### config.mk
export PLATFORM = sky130hd
export DESIGN_NAME = sha256_message_hasher
export DESIGN_NICKNAME = d
export VERILOG_FILES = /design/src/rtl/core/sha256_pkg.sv /design/src/rtl/core/sha256_datapath.sv /design/src/rtl/core/sha256_ctrl.sv /design/src/rtl/core/sha256_message_hasher.sv
export SDC_FILE = /design/constraint.sdc
export NUM_CORES = 2
export LEC_CHECK = 0
export BUFFER_PORTS_ARGS = -buffer_cell sky130_fd_sc_hd__buf_2
export CORE_UTILIZATION = 50
export CTS_CLUSTER_DIAMETER = 200
export DETAILED_ROUTE_END_ITERATION = 6
export GPL_TIMING_DRIVEN = 0
export PLACE_DENSITY = 0.65
export RECOVER_POWER = 50
export SLEW_MARGIN = 25
export SYNTH_ARGS = -nofsm -noshare
export SYNTH_HDL_FRONTEND = slang
export SYNTH_SLANG_ARGS = --single-unit
### constraint.sdc
create_clock -name aclk -period 34.2 [get_ports aclk]
set_input_delay 8.55 -clock aclk [delete_from_list [all_inputs] [get_ports aclk]]
set_output_delay 8.55 -clock aclk [all_outputs]
set_load 0.02 [all_outputs]
### src/rtl/core/sha256_pkg.sv
// SHA-256 hasher package: payload structs, FSM states, controller/datapath
// command and status structs, round constants. No dependencies.
`default_nettype none
package sha256_pkg;

    localparam int unsigned WORD_W = 32;
    localparam logic [60:0] MAX_BYTES = 61'h1FFFFFFFFFFFFFFF;
    localparam logic [7:0] PAD_BYTE = 8'h80;
    localparam logic [5:0] LEN_POS = 6'd56;
    localparam logic [5:0] LAST_ROUND = 6'd63;

    typedef struct packed {
        logic       has_byte;
        logic [7:0] message_byte;
        logic       last_item;
    } in_item_t;

    typedef struct packed {
        logic [63:0] digest_bits_255_192;
        logic [63:0] digest_bits_191_128;
        logic [63:0] digest_bits_127_64;
        logic [63:0] digest_bits_63_0;
        logic        length_error;
    } out_item_t;

    typedef enum logic [2:0] {
        ST_IDLE,
        ST_BYTE_RUN,
        ST_PAD,
        ST_PAD_RUN,
        ST_FINAL,
        ST_OUT
    } state_t;

    typedef enum logic [1:0] {
        BSEL_INPUT,
        BSEL_PAD,
        BSEL_ZERO
    } bsel_t;

    // controller to datapath
    typedef struct packed {
        logic  put;        // write one byte at the fill position
        bsel_t bsel;
        logic  count;      // advance the byte total
        logic  set_ovf;
        logic  start;      // load schedule from block and working vars from chain
        logic  round;      // one compression round
        logic  put_len;    // write bit length into words 14 and 15
        logic  clear;      // back to initial state
    } dp_cmd_t;

    // datapath to controller
    typedef struct packed {
        logic [5:0] pos;       // fill position in block
        logic       at_max;
        logic       ovf;
        logic       last_round;
        logic       len_done;  // length already written this message
    } dp_sts_t;

    localparam logic [31:0] INIT_HASH [8] = '{
        32'h6a09e667, 32'hbb67ae85, 32'h3c6ef372, 32'ha54ff53a,
        32'h510e527f, 32'h9b05688c, 32'h1f83d9ab, 32'h5be0cd19
    };

    localparam logic [31:0] ROUND_K [64] = '{
        32'h428a2f98, 32'h71374491, 32'hb5c0fbcf, 32'he9b5dba5,
        32'h3956c25b, 32'h59f111f1, 32'h923f82a4, 32'hab1c5ed5,
        32'hd807aa98, 32'h12835b01, 32'h243185be, 32'h550c7dc3,
        32'h72be5d74, 32'h80deb1fe, 32'h9bdc06a7, 32'hc19bf174,
        32'he49b69c1, 32'hefbe4786, 32'h0fc19dc6, 32'h240ca1cc,
        32'h2de92c6f, 32'h4a7484aa, 32'h5cb0a9dc, 32'h76f988da,
        32'h983e5152, 32'ha831c66d, 32'hb00327c8, 32'hbf597fc7,
        32'hc6e00bf3, 32'hd5a79147, 32'h06ca6351, 32'h14292967,
        32'h27b70a85, 32'h2e1b2138, 32'h4d2c6dfc, 32'h53380d13,
        32'h650a7354, 32'h766a0abb, 32'h81c2c92e, 32'h92722c85,
        32'ha2bfe8a1, 32'ha81a664b, 32'hc24b8b70, 32'hc76c51a3,
        32'hd192e819, 32'hd6990624, 32'hf40e3585, 32'h106aa070,
        32'h19a4c116, 32'h1e376c08, 32'h2748774c, 32'h34b0bcb5,
        32'h391c0cb3, 32'h4ed8aa4a, 32'h5b9cca4f, 32'h682e6ff3,
        32'h748f82ee, 32'h78a5636f, 32'h84c87814, 32'h8cc70208,
        32'h90befffa, 32'ha4506ceb, 32'hbef9a3f7, 32'hc67178f2
    };

    function automatic logic [31:0] ror32(input logic [31:0] x, input int unsigned n);
        ror32 = (x >> n) | (x << (32 - n));
    endfunction

endpackage
`default_nettype wire

### src/rtl/core/sha256_datapath.sv
// SHA-256 datapath: block buffer, schedule window, working vars, chain value,
// byte total. Depends on sha256_pkg.
`default_nettype none
module sha256_datapath (
    input  wire logic               aclk,
    input  wire logic               aresetn,
    input  wire logic [7:0]         in_byte,
    input  wire sha256_pkg::dp_cmd_t cmd,
    output sha256_pkg::dp_sts_t     sts,
    output logic [255:0]            digest
);
    logic [31:0] block_reg [16];
    logic [31:0] block_next [16];
    logic [31:0] sched_reg [16];
    logic [31:0] vars_reg [8];
    logic [31:0] chain_reg [8];
    logic [60:0] total_reg;
    logic [5:0]  fill_reg;
    logic        ovf_reg;
    logic        len_reg;
    logic [5:0]  rnd_reg;

    logic [7:0]  wbyte;
    logic [5:0]  pos;
    logic [31:0] w, g0, g1, x15, x2, s1, ch, t1, s0, mj;
    logic [63:0] bits;

    // fill position advances on every byte written, message or pad
    assign pos  = fill_reg;
    assign bits = {total_reg, 3'b000};

    always_comb begin
        case (cmd.bsel)
            sha256_pkg::BSEL_INPUT: wbyte = in_byte;
            sha256_pkg::BSEL_PAD:   wbyte = sha256_pkg::PAD_BYTE;
            default:                wbyte = 8'h00;
        endcase
    end

    // block with this cycle's writes applied, so start sees the final byte
    always_comb begin
        for (int i = 0; i < 16; i++) block_next[i] = block_reg[i];
        if (cmd.put) begin
            block_next[pos[5:2]][{~pos[1:0], 3'b000} +: 8] = wbyte;
        end
        if (cmd.put_len) begin
            block_next[14] = bits[63:32];
            block_next[15] = bits[31:0];
        end
    end

    // window slides: index 0 is always the current word
    always_comb begin
        x15 = sched_reg[1];
        x2  = sched_reg[14];
        g0  = sha256_pkg::ror32(x15, 7) ^ sha256_pkg::ror32(x15, 18) ^ (x15 >> 3);
        g1  = sha256_pkg::ror32(x2, 17) ^ sha256_pkg::ror32(x2, 19) ^ (x2 >> 10);
        w   = sched_reg[0];
        s1  = sha256_pkg::ror32(vars_reg[4], 6) ^ sha256_pkg::ror32(vars_reg[4], 11)
            ^ sha256_pkg::ror32(vars_reg[4], 25);
        ch  = (vars_reg[4] & vars_reg[5]) ^ (~vars_reg[4] & vars_reg[6]);
        t1  = vars_reg[7] + s1 + ch + sha256_pkg::ROUND_K[rnd_reg] + w;
        s0  = sha256_pkg::ror32(vars_reg[0], 2) ^ sha256_pkg::ror32(vars_reg[0], 13)
            ^ sha256_pkg::ror32(vars_reg[0], 22);
        mj  = (vars_reg[0] & vars_reg[1]) ^ (vars_reg[0] & vars_reg[2])
            ^ (vars_reg[1] & vars_reg[2]);
    end

    always_ff @(posedge aclk) begin
        for (int i = 0; i < 16; i++) block_reg[i] <= block_next[i];
        if (cmd.start) begin
            for (int i = 0; i < 16; i++) sched_reg[i] <= block_next[i];
            for (int i = 0; i < 8; i++) vars_reg[i] <= chain_reg[i];
        end else if (cmd.round) begin
            for (int i = 0; i < 15; i++) sched_reg[i] <= sched_reg[i + 1];
            sched_reg[15] <= sched_reg[0] + g0 + sched_reg[9] + g1;
            vars_reg[7] <= vars_reg[6];
            vars_reg[6] <= vars_reg[5];
            vars_reg[5] <= vars_reg[4];
            vars_reg[4] <= vars_reg[3] + t1;
            vars_reg[3] <= vars_reg[2];
            vars_reg[2] <= vars_reg[1];
            vars_reg[1] <= vars_reg[0];
            vars_reg[0] <= t1 + s0 + mj;
        end
    end

    always_ff @(posedge aclk) begin
        if (!aresetn || cmd.clear) begin
            for (int i = 0; i < 8; i++) chain_reg[i] <= sha256_pkg::INIT_HASH[i];
            total_reg <= '0;
            fill_reg  <= '0;
            ovf_reg   <= 1'b0;
            len_reg   <= 1'b0;
            rnd_reg   <= '0;
        end else begin
            if (cmd.count) total_reg <= total_reg + 61'd1;
            if (cmd.put) fill_reg <= fill_reg + 6'd1;
            if (cmd.set_ovf) ovf_reg <= 1'b1;
            if (cmd.put_len) len_reg <= 1'b1;
            if (cmd.start) rnd_reg <= '0;
            else if (cmd.round) begin
                rnd_reg <= rnd_reg + 6'd1;
                // last round: fold working vars into chain using next values
                if (rnd_reg == sha256_pkg::LAST_ROUND) begin
                    chain_reg[0] <= chain_reg[0] + t1 + s0 + mj;
                    chain_reg[1] <= chain_reg[1] + vars_reg[0];
                    chain_reg[2] <= chain_reg[2] + vars_reg[1];
                    chain_reg[3] <= chain_reg[3] + vars_reg[2];
                    chain_reg[4] <= chain_reg[4] + vars_reg[3] + t1;
                    chain_reg[5] <= chain_reg[5] + vars_reg[4];
                    chain_reg[6] <= chain_reg[6] + vars_reg[5];
                    chain_reg[7] <= chain_reg[7] + vars_reg[6];
                end
            end
        end
    end

    always_comb begin
        sts.pos        = pos;
        sts.at_max     = (total_reg == sha256_pkg::MAX_BYTES);
        sts.ovf        = ovf_reg;
        sts.last_round = (rnd_reg == sha256_pkg::LAST_ROUND);
        sts.len_done   = len_reg;
        digest = {chain_reg[0], chain_reg[1], chain_reg[2], chain_reg[3],
                  chain_reg[4], chain_reg[5], chain_reg[6], chain_reg[7]};
    end

`ifndef SYNTHESIS
    a_no_round_and_put: assert property (@(posedge aclk) disable iff (!aresetn)
        !(cmd.round && cmd.put)) else $error("put during compression");
    a_total_never_past_max: assert property (@(posedge aclk) disable iff (!aresetn)
        cmd.count |-> !sts.at_max) else $error("byte total past limit");
    a_round_wraps: assert property (@(posedge aclk) disable iff (!aresetn)
        (cmd.round && sts.last_round && !cmd.clear) |=> (rnd_reg == 6'd0))
        else $error("round counter did not wrap");
`endif
endmodule
`default_nettype wire

### src/rtl/core/sha256_ctrl.sv
// SHA-256 controller FSM: sequences byte loads, padding and compressions.
// Depends on sha256_pkg.
`default_nettype none
module sha256_ctrl (
    input  wire logic                aclk,
    input  wire logic                aresetn,
    input  wire logic                s_valid,
    output logic                     s_ready,
    input  wire sha256_pkg::in_item_t s_item,
    output logic                     m_valid,
    input  wire logic                m_ready,
    output logic                     err,
    output sha256_pkg::dp_cmd_t      cmd,
    input  wire sha256_pkg::dp_sts_t sts
);
    sha256_pkg::state_t state_reg, state_next;
    logic last_reg, last_next;
    logic err_reg, err_next;
    logic pad_started_reg, pad_started_next;
    logic take_byte, acc;

    assign acc       = s_valid && s_ready;
    assign take_byte = acc && s_item.has_byte && !sts.ovf && !sts.at_max;

    always_ff @(posedge aclk) begin
        if (!aresetn) begin
            state_reg       <= sha256_pkg::ST_IDLE;
            last_reg        <= 1'b0;
            err_reg         <= 1'b0;
            pad_started_reg <= 1'b0;
        end else begin
            state_reg       <= state_next;
            last_reg        <= last_next;
            err_reg         <= err_next;
            pad_started_reg <= pad_started_next;
        end
    end

    always_comb begin
        state_next = state_reg;
        last_next  = last_reg;
        err_next   = err_reg;
        case (state_reg)
            sha256_pkg::ST_IDLE: begin
                if (acc) begin
                    last_next = s_item.last_item;
                    if (take_byte && sts.pos == 6'd63) begin
                        state_next = sha256_pkg::ST_BYTE_RUN;
                    end else if (s_item.last_item) begin
                        if (sts.ovf || (s_item.has_byte && sts.at_max)) begin
                            err_next   = 1'b1;
                            state_next = sha256_pkg::ST_OUT;
                        end else begin
                            state_next = sha256_pkg::ST_PAD;
                        end
                    end
                end
            end
            sha256_pkg::ST_BYTE_RUN: begin
                if (sts.last_round) begin
                    state_next = last_reg ? sha256_pkg::ST_PAD : sha256_pkg::ST_IDLE;
                end
            end
            sha256_pkg::ST_PAD: begin
                // block ends either full or with the length in words 14 and 15
                if ((pad_started_reg && sts.pos == sha256_pkg::LEN_POS) || sts.pos == 6'd63)
                    state_next = sha256_pkg::ST_PAD_RUN;
            end
            sha256_pkg::ST_PAD_RUN: begin
                if (sts.last_round) begin
                    state_next = sts.len_done ? sha256_pkg::ST_OUT : sha256_pkg::ST_PAD;
                end
            end
            sha256_pkg::ST_OUT: begin
                if (m_ready) begin
                    state_next = sha256_pkg::ST_IDLE;
                    err_next   = 1'b0;
                    last_next  = 1'b0;
                end
            end
            default: state_next = sha256_pkg::ST_IDLE;
        endcase
    end

    // pad: one byte per cycle at the fill position; 0x80 first, then zeros.
    // Once the marker is in, reaching position 56 means the length goes in.
    always_comb begin
        s_ready = (state_reg == sha256_pkg::ST_IDLE);
        m_valid = (state_reg == sha256_pkg::ST_OUT);
        err     = err_reg;
        cmd     = '0;
        cmd.bsel = sha256_pkg::BSEL_INPUT;
        pad_started_next = pad_started_reg;
        case (state_reg)
            sha256_pkg::ST_IDLE: begin
                if (take_byte) begin
                    cmd.put   = 1'b1;
                    cmd.count = 1'b1;
                    if (sts.pos == 6'd63) cmd.start = 1'b1;
                end
                if (acc && s_item.has_byte && (sts.ovf || sts.at_max)) cmd.set_ovf = 1'b1;
                pad_started_next = 1'b0;
            end
            sha256_pkg::ST_BYTE_RUN: begin
                cmd.round = 1'b1;
                pad_started_next = 1'b0;
            end
            sha256_pkg::ST_PAD: begin
                pad_started_next = 1'b1;
                if (pad_started_reg && sts.pos == sha256_pkg::LEN_POS) begin
                    cmd.put_len = 1'b1;
                    cmd.start   = 1'b1;
                end else begin
                    cmd.put  = 1'b1;
                    cmd.bsel = pad_started_reg ? sha256_pkg::BSEL_ZERO : sha256_pkg::BSEL_PAD;
                    if (sts.pos == 6'd63) cmd.start = 1'b1;
                end
            end
            sha256_pkg::ST_PAD_RUN: begin
                cmd.round = 1'b1;
            end
            sha256_pkg::ST_OUT: begin
                if (m_ready) cmd.clear = 1'b1;
            end
            default: ;
        endcase
    end

`ifndef SYNTHESIS
    a_ready_only_idle: assert property (@(posedge aclk) disable iff (!aresetn)
        s_ready |-> !m_valid) else $error("ready while result pending");
    a_out_clears: assert property (@(posedge aclk) disable iff (!aresetn)
        (m_valid && m_ready) |=> (state_reg == sha256_pkg::ST_IDLE && !err_reg))
        else $error("no return to idle");
    a_start_not_in_run: assert property (@(posedge aclk) disable iff (!aresetn)
        cmd.round |-> !cmd.start) else $error("start during rounds");
`endif
endmodule
`default_nettype wire

### src/rtl/core/sha256_message_hasher.sv
// SHA-256 message hasher top: one byte per word in, digest word out.
// A byte taken at a block end holds input off through the 64 rounds; others do not.
// Message end: one or two pad passes, each followed by 64 rounds.
// Throughput is set by the single round unit.
// Reset aresetn is synchronous, active low; returns to the initial hash state.
// Depends on sha256_pkg, sha256_ctrl, sha256_datapath.
`default_nettype none
module sha256_message_hasher (
    input  wire logic                  aclk,
    input  wire logic                  aresetn,
    input  wire logic                  s_valid,
    output logic                       s_ready,
    input  wire sha256_pkg::in_item_t  s_data,
    output logic                       m_valid,
    input  wire logic                  m_ready,
    output sha256_pkg::out_item_t      m_data
);
    sha256_pkg::dp_cmd_t cmd;
    sha256_pkg::dp_sts_t sts;
    logic [255:0] digest;
    logic err;

    sha256_ctrl u_ctrl (
        .aclk, .aresetn, .s_valid, .s_ready, .s_item(s_data),
        .m_valid, .m_ready, .err, .cmd, .sts
    );

    sha256_datapath u_dp (
        .aclk, .aresetn, .in_byte(s_data.message_byte), .cmd, .sts, .digest
    );

    always_comb begin
        m_data.length_error        = err;
        m_data.digest_bits_255_192 = err ? 64'd0 : digest[255:192];
        m_data.digest_bits_191_128 = err ? 64'd0 : digest[191:128];
        m_data.digest_bits_127_64  = err ? 64'd0 : digest[127:64];
        m_data.digest_bits_63_0    = err ? 64'd0 : digest[63:0];
    end
endmodule
`default_nettype wire

==> impl_metrics.tcl <==
set metrics [dict create \
    cts_tree "built" \
    cts.hold.buffers_added 0 \
    worstPathMaxFanout 49 \
    synth-edff-count 1024 \
    ys_ff_latch 1617 \
    grtUsageTotal 0.357 \
    drc 0 \
    synth_cell_types 104 \
    routed_via_density 5.92 \
    worst_path_max_delay_cell "nand2_1" \
    cp_top_family "buffers and inverters" \
    max_freq_mhz 73.5 \
    rsz0062_at_grt "false" \
    cts-resized-gates 0 \
    critPathKind "in -> reg" \
    tns_ns 0 \
    syn2layout_area_growth_pct 11.3 \
    nets 10700 \
    violations "max-capacitance violations, max-slew violations" \
    required_ns 34.74 \
    avgSynthCellArea_sq_um 9.78 \
    vias 75100 \
    rows 158 \
    setup_viol 0 \
    period_share 0.398 \
    final_area_sq_um 104000 \
    grt_pass1_vias 70500 \
    core_sq_um 185000 \
    finClkSkew_ns 0.0764 \
    wl_per_cell_um 26.9 \
    worst-path-stages 14 \
    die_w_um 434 \
    synthCells 9551 \
    ys.flop_type "edfxtp_1" \
    outcome "finished, violations left" \
    htreeDepth 4 \
    critPathMostFrequentCell "buf_16" \
    crit_arrival_ns 14.15 \
    worst_setup_path_start_kind "input port" \
    critical_path.cell_chain "clkbuf_1, and2_0, nand2_1, nor3_1, clkbuf_1, o22ai_1, clkbuf_1, clkbuf_1, nand2_1, buf_16, buf_16, buf_16, buf_16, buf_16" \
    initial_core_util 0.504 \
    numPortBuffers 272 \
    drt_pass1_iterations 6 \
    whs_ns 0.444 \
    r2r_slack_ns 21.91 \
    fin_crit_ns 13.61 \
    ant_nets 0 \
    hpwl_um 267000 \
    r2r-end "u_dp.chain_reg[0][31]$_SDFFCE_PN0P_" \
    async_flop_share 0 \
    dieArea_sq_um 189000 \
    place.gp.congestion 1.00 \
    dpl-instance-area_sq_um 98900 \
    dieHeight_um 434 \
    post_cts_buffers 0 \
    max_stage_delay_ns 1.05 \
    netlist_area_sq_um 93400 \
    yosysSeqAreaShare 0.456 \
    slew_violations 70 \
    ios 273 \
    endpoint_kind "flop" \
    cts.clk_slew.worst_paths_ns 0.06 \
    cp-startpoint "s_valid" \
    synth_nets 10300 \
    grt_max_degree 54 \
    regToRegStartpoint "u_dp.rnd_reg[1]$_SDFFE_PP0N_" \
    clockRootBuffer "clkbuf_16" \
    totalWireLength_um 342000 \
    max-cap-violations 5 \
    cts_made_buffers 176 \
    grt_overflow 0 \
    ctsLongestPathBuffers 3 \
    hold_viol 0 \
    tightest_slew_ns 1.82 \
    path_buf_inv 9 \
    fillers 16500 \
    drtIter0Drc 9336 \
    antenna_found_initial 12 \
    drive_gt1_frac 0.0930 \
    reg2reg_depth 37 \
    grt_pass1_wl_um 485000 \
    cts_sinks 1617 \
    maxSlewHeadroom -0.212 \
    timing.hold.worst.class "reg -> reg" \
    yosys_warnings 0 \
    crit_end "u_dp.sched_reg[3][38]$_DFFE_PP_" \
    clk_latency_ns 0.88 \
]
## worst min-delay path, stage by stage (launching register included)
cell	delay [ns]
dfxtp_1	0.31
nand2_1	0.05
o21ai_2	0.05
## layout by cell type (no fill, tap or decap), types with 69 or more instances in the layout
master / Yosys / routed
xor2_1: 240 / 240
nor2_1: 626 / 621
nor3_1: 87 / 83
edfxtp_1: 1024 / 1024
buf_2: 73 / 308
nand2_1: 1969 / 2002
nand2b_1: 80 / 80
fa_1: 267 / 267
a21o_1: 190 / 190
mux2_2: 295 / 226
clkbuf_1: 329 / 423
a21oi_1: 425 / 426
xnor2_1: 410 / 410
nor2b_1: 306 / 308
ha_1: 419 / 419
clkbuf_16: 0 / 179
o21a_1: 77 / 77
o21ai_0: 645 / 796
inv_1: 419 / 419
mux2_1: 0 / 69
dfxtp_1: 593 / 593
## cell usage after synthesis (64+ instances only)
library cell | number | area share
clkbuf_1 | 329 | 0.013
a21o_1 | 190 | 0.015
fa_1 | 267 | 0.057
dfxtp_1 | 593 | 0.13
o21ai_1 | 130 | 0.0070
nand2_1 | 1969 | 0.079
inv_1 | 419 | 0.017
mux2_2 | 295 | 0.036
nor3_1 | 87 | 0.0047
nand3_1 | 65 | 0.0035
o211ai_1 | 64 | 0.0051
xor2_1 | 240 | 0.022
a21oi_1 | 425 | 0.023
o21ai_0 | 645 | 0.035
nor2_1 | 626 | 0.025
nand2b_1 | 80 | 0.0054
o21a_1 | 77 | 0.0062
edfxtp_1 | 1024 | 0.33
buf_2 | 73 | 0.0039
xnor2_1 | 410 | 0.038
ha_1 | 419 | 0.056
nor2b_1 | 306 | 0.020
## through the flow
step	instances	worst slack [ns]	utilization
floorplan	9551	6.61	-
CTS	12700	21.32	0.565
finish	12700	20.59	0.561
detailed placement	12300	21.36	0.533
global placement	12300	-3.23	0.528
global route	12700	20.38	0.561
## cells by family after synthesis
group,share of synthesized area
fa+ha+maj,0.115
simple gates,0.161
xor+xnor,0.0612
compound gates,0.127
mux,0.0408
flops,0.456
buf+inv,0.0392
## final cells by class
type / count / area, sq um / share of cell area
Multi-Input combinational cell: 7040 / 46700 / 0.449
Sequential cell: 1617 / 42600 / 0.410
Buffer: 475 / 1870 / 0.0180
Timing Repair Buffer: 313 / 2150 / 0.0206
Tap cell: 2480 / 3100 / 0.0298
Inverter: 419 / 1570 / 0.0151
Antenna cell: 4 / 10.0 / 0.0000962
Clock buffer: 234 / 4920 / 0.0473
Clock inverter: 94 / 1070 / 0.0103
## metal layers
layer  GRT usage  vias up  routed length, um
met1       0.506    36800             145000
met2       0.528     3730             146000
met5           0        -                 13
met4       0.166        2              18500
met3      0.0633      668              32500
li1            -    33900                  -
## worst min path at each step
stage | end | cells after the start | slack, ns | startpoint
final | u_dp.block_reg[0][131]$_DFF_P_ | 2 | 0.44 | u_dp.block_reg[0][131]$_DFF_P_
after global routing | u_dp.block_reg[0][68]$_DFF_P_ | 2 | 0.47 | u_dp.block_reg[0][68]$_DFF_P_
after CTS | u_dp.block_reg[0][40]$_DFF_P_ | 2 | 0.44 | u_dp.block_reg[0][40]$_DFF_P_
after detailed placement | u_dp.block_reg[0][105]$_DFF_P_ | 2 | 0.43 | u_dp.block_reg[0][105]$_DFF_P_
after global placement | u_dp.block_reg[0][40]$_DFF_P_ | 2 | 0.42 | u_dp.block_reg[0][40]$_DFF_P_
after floorplan | u_dp.block_reg[0][100]$_DFF_P_ | 2 | 0.41 | u_dp.block_reg[0][100]$_DFF_P_
Power is not shown: default switching activity piles up to over one toggle a cycle in this logic, so the estimate is an artifact.
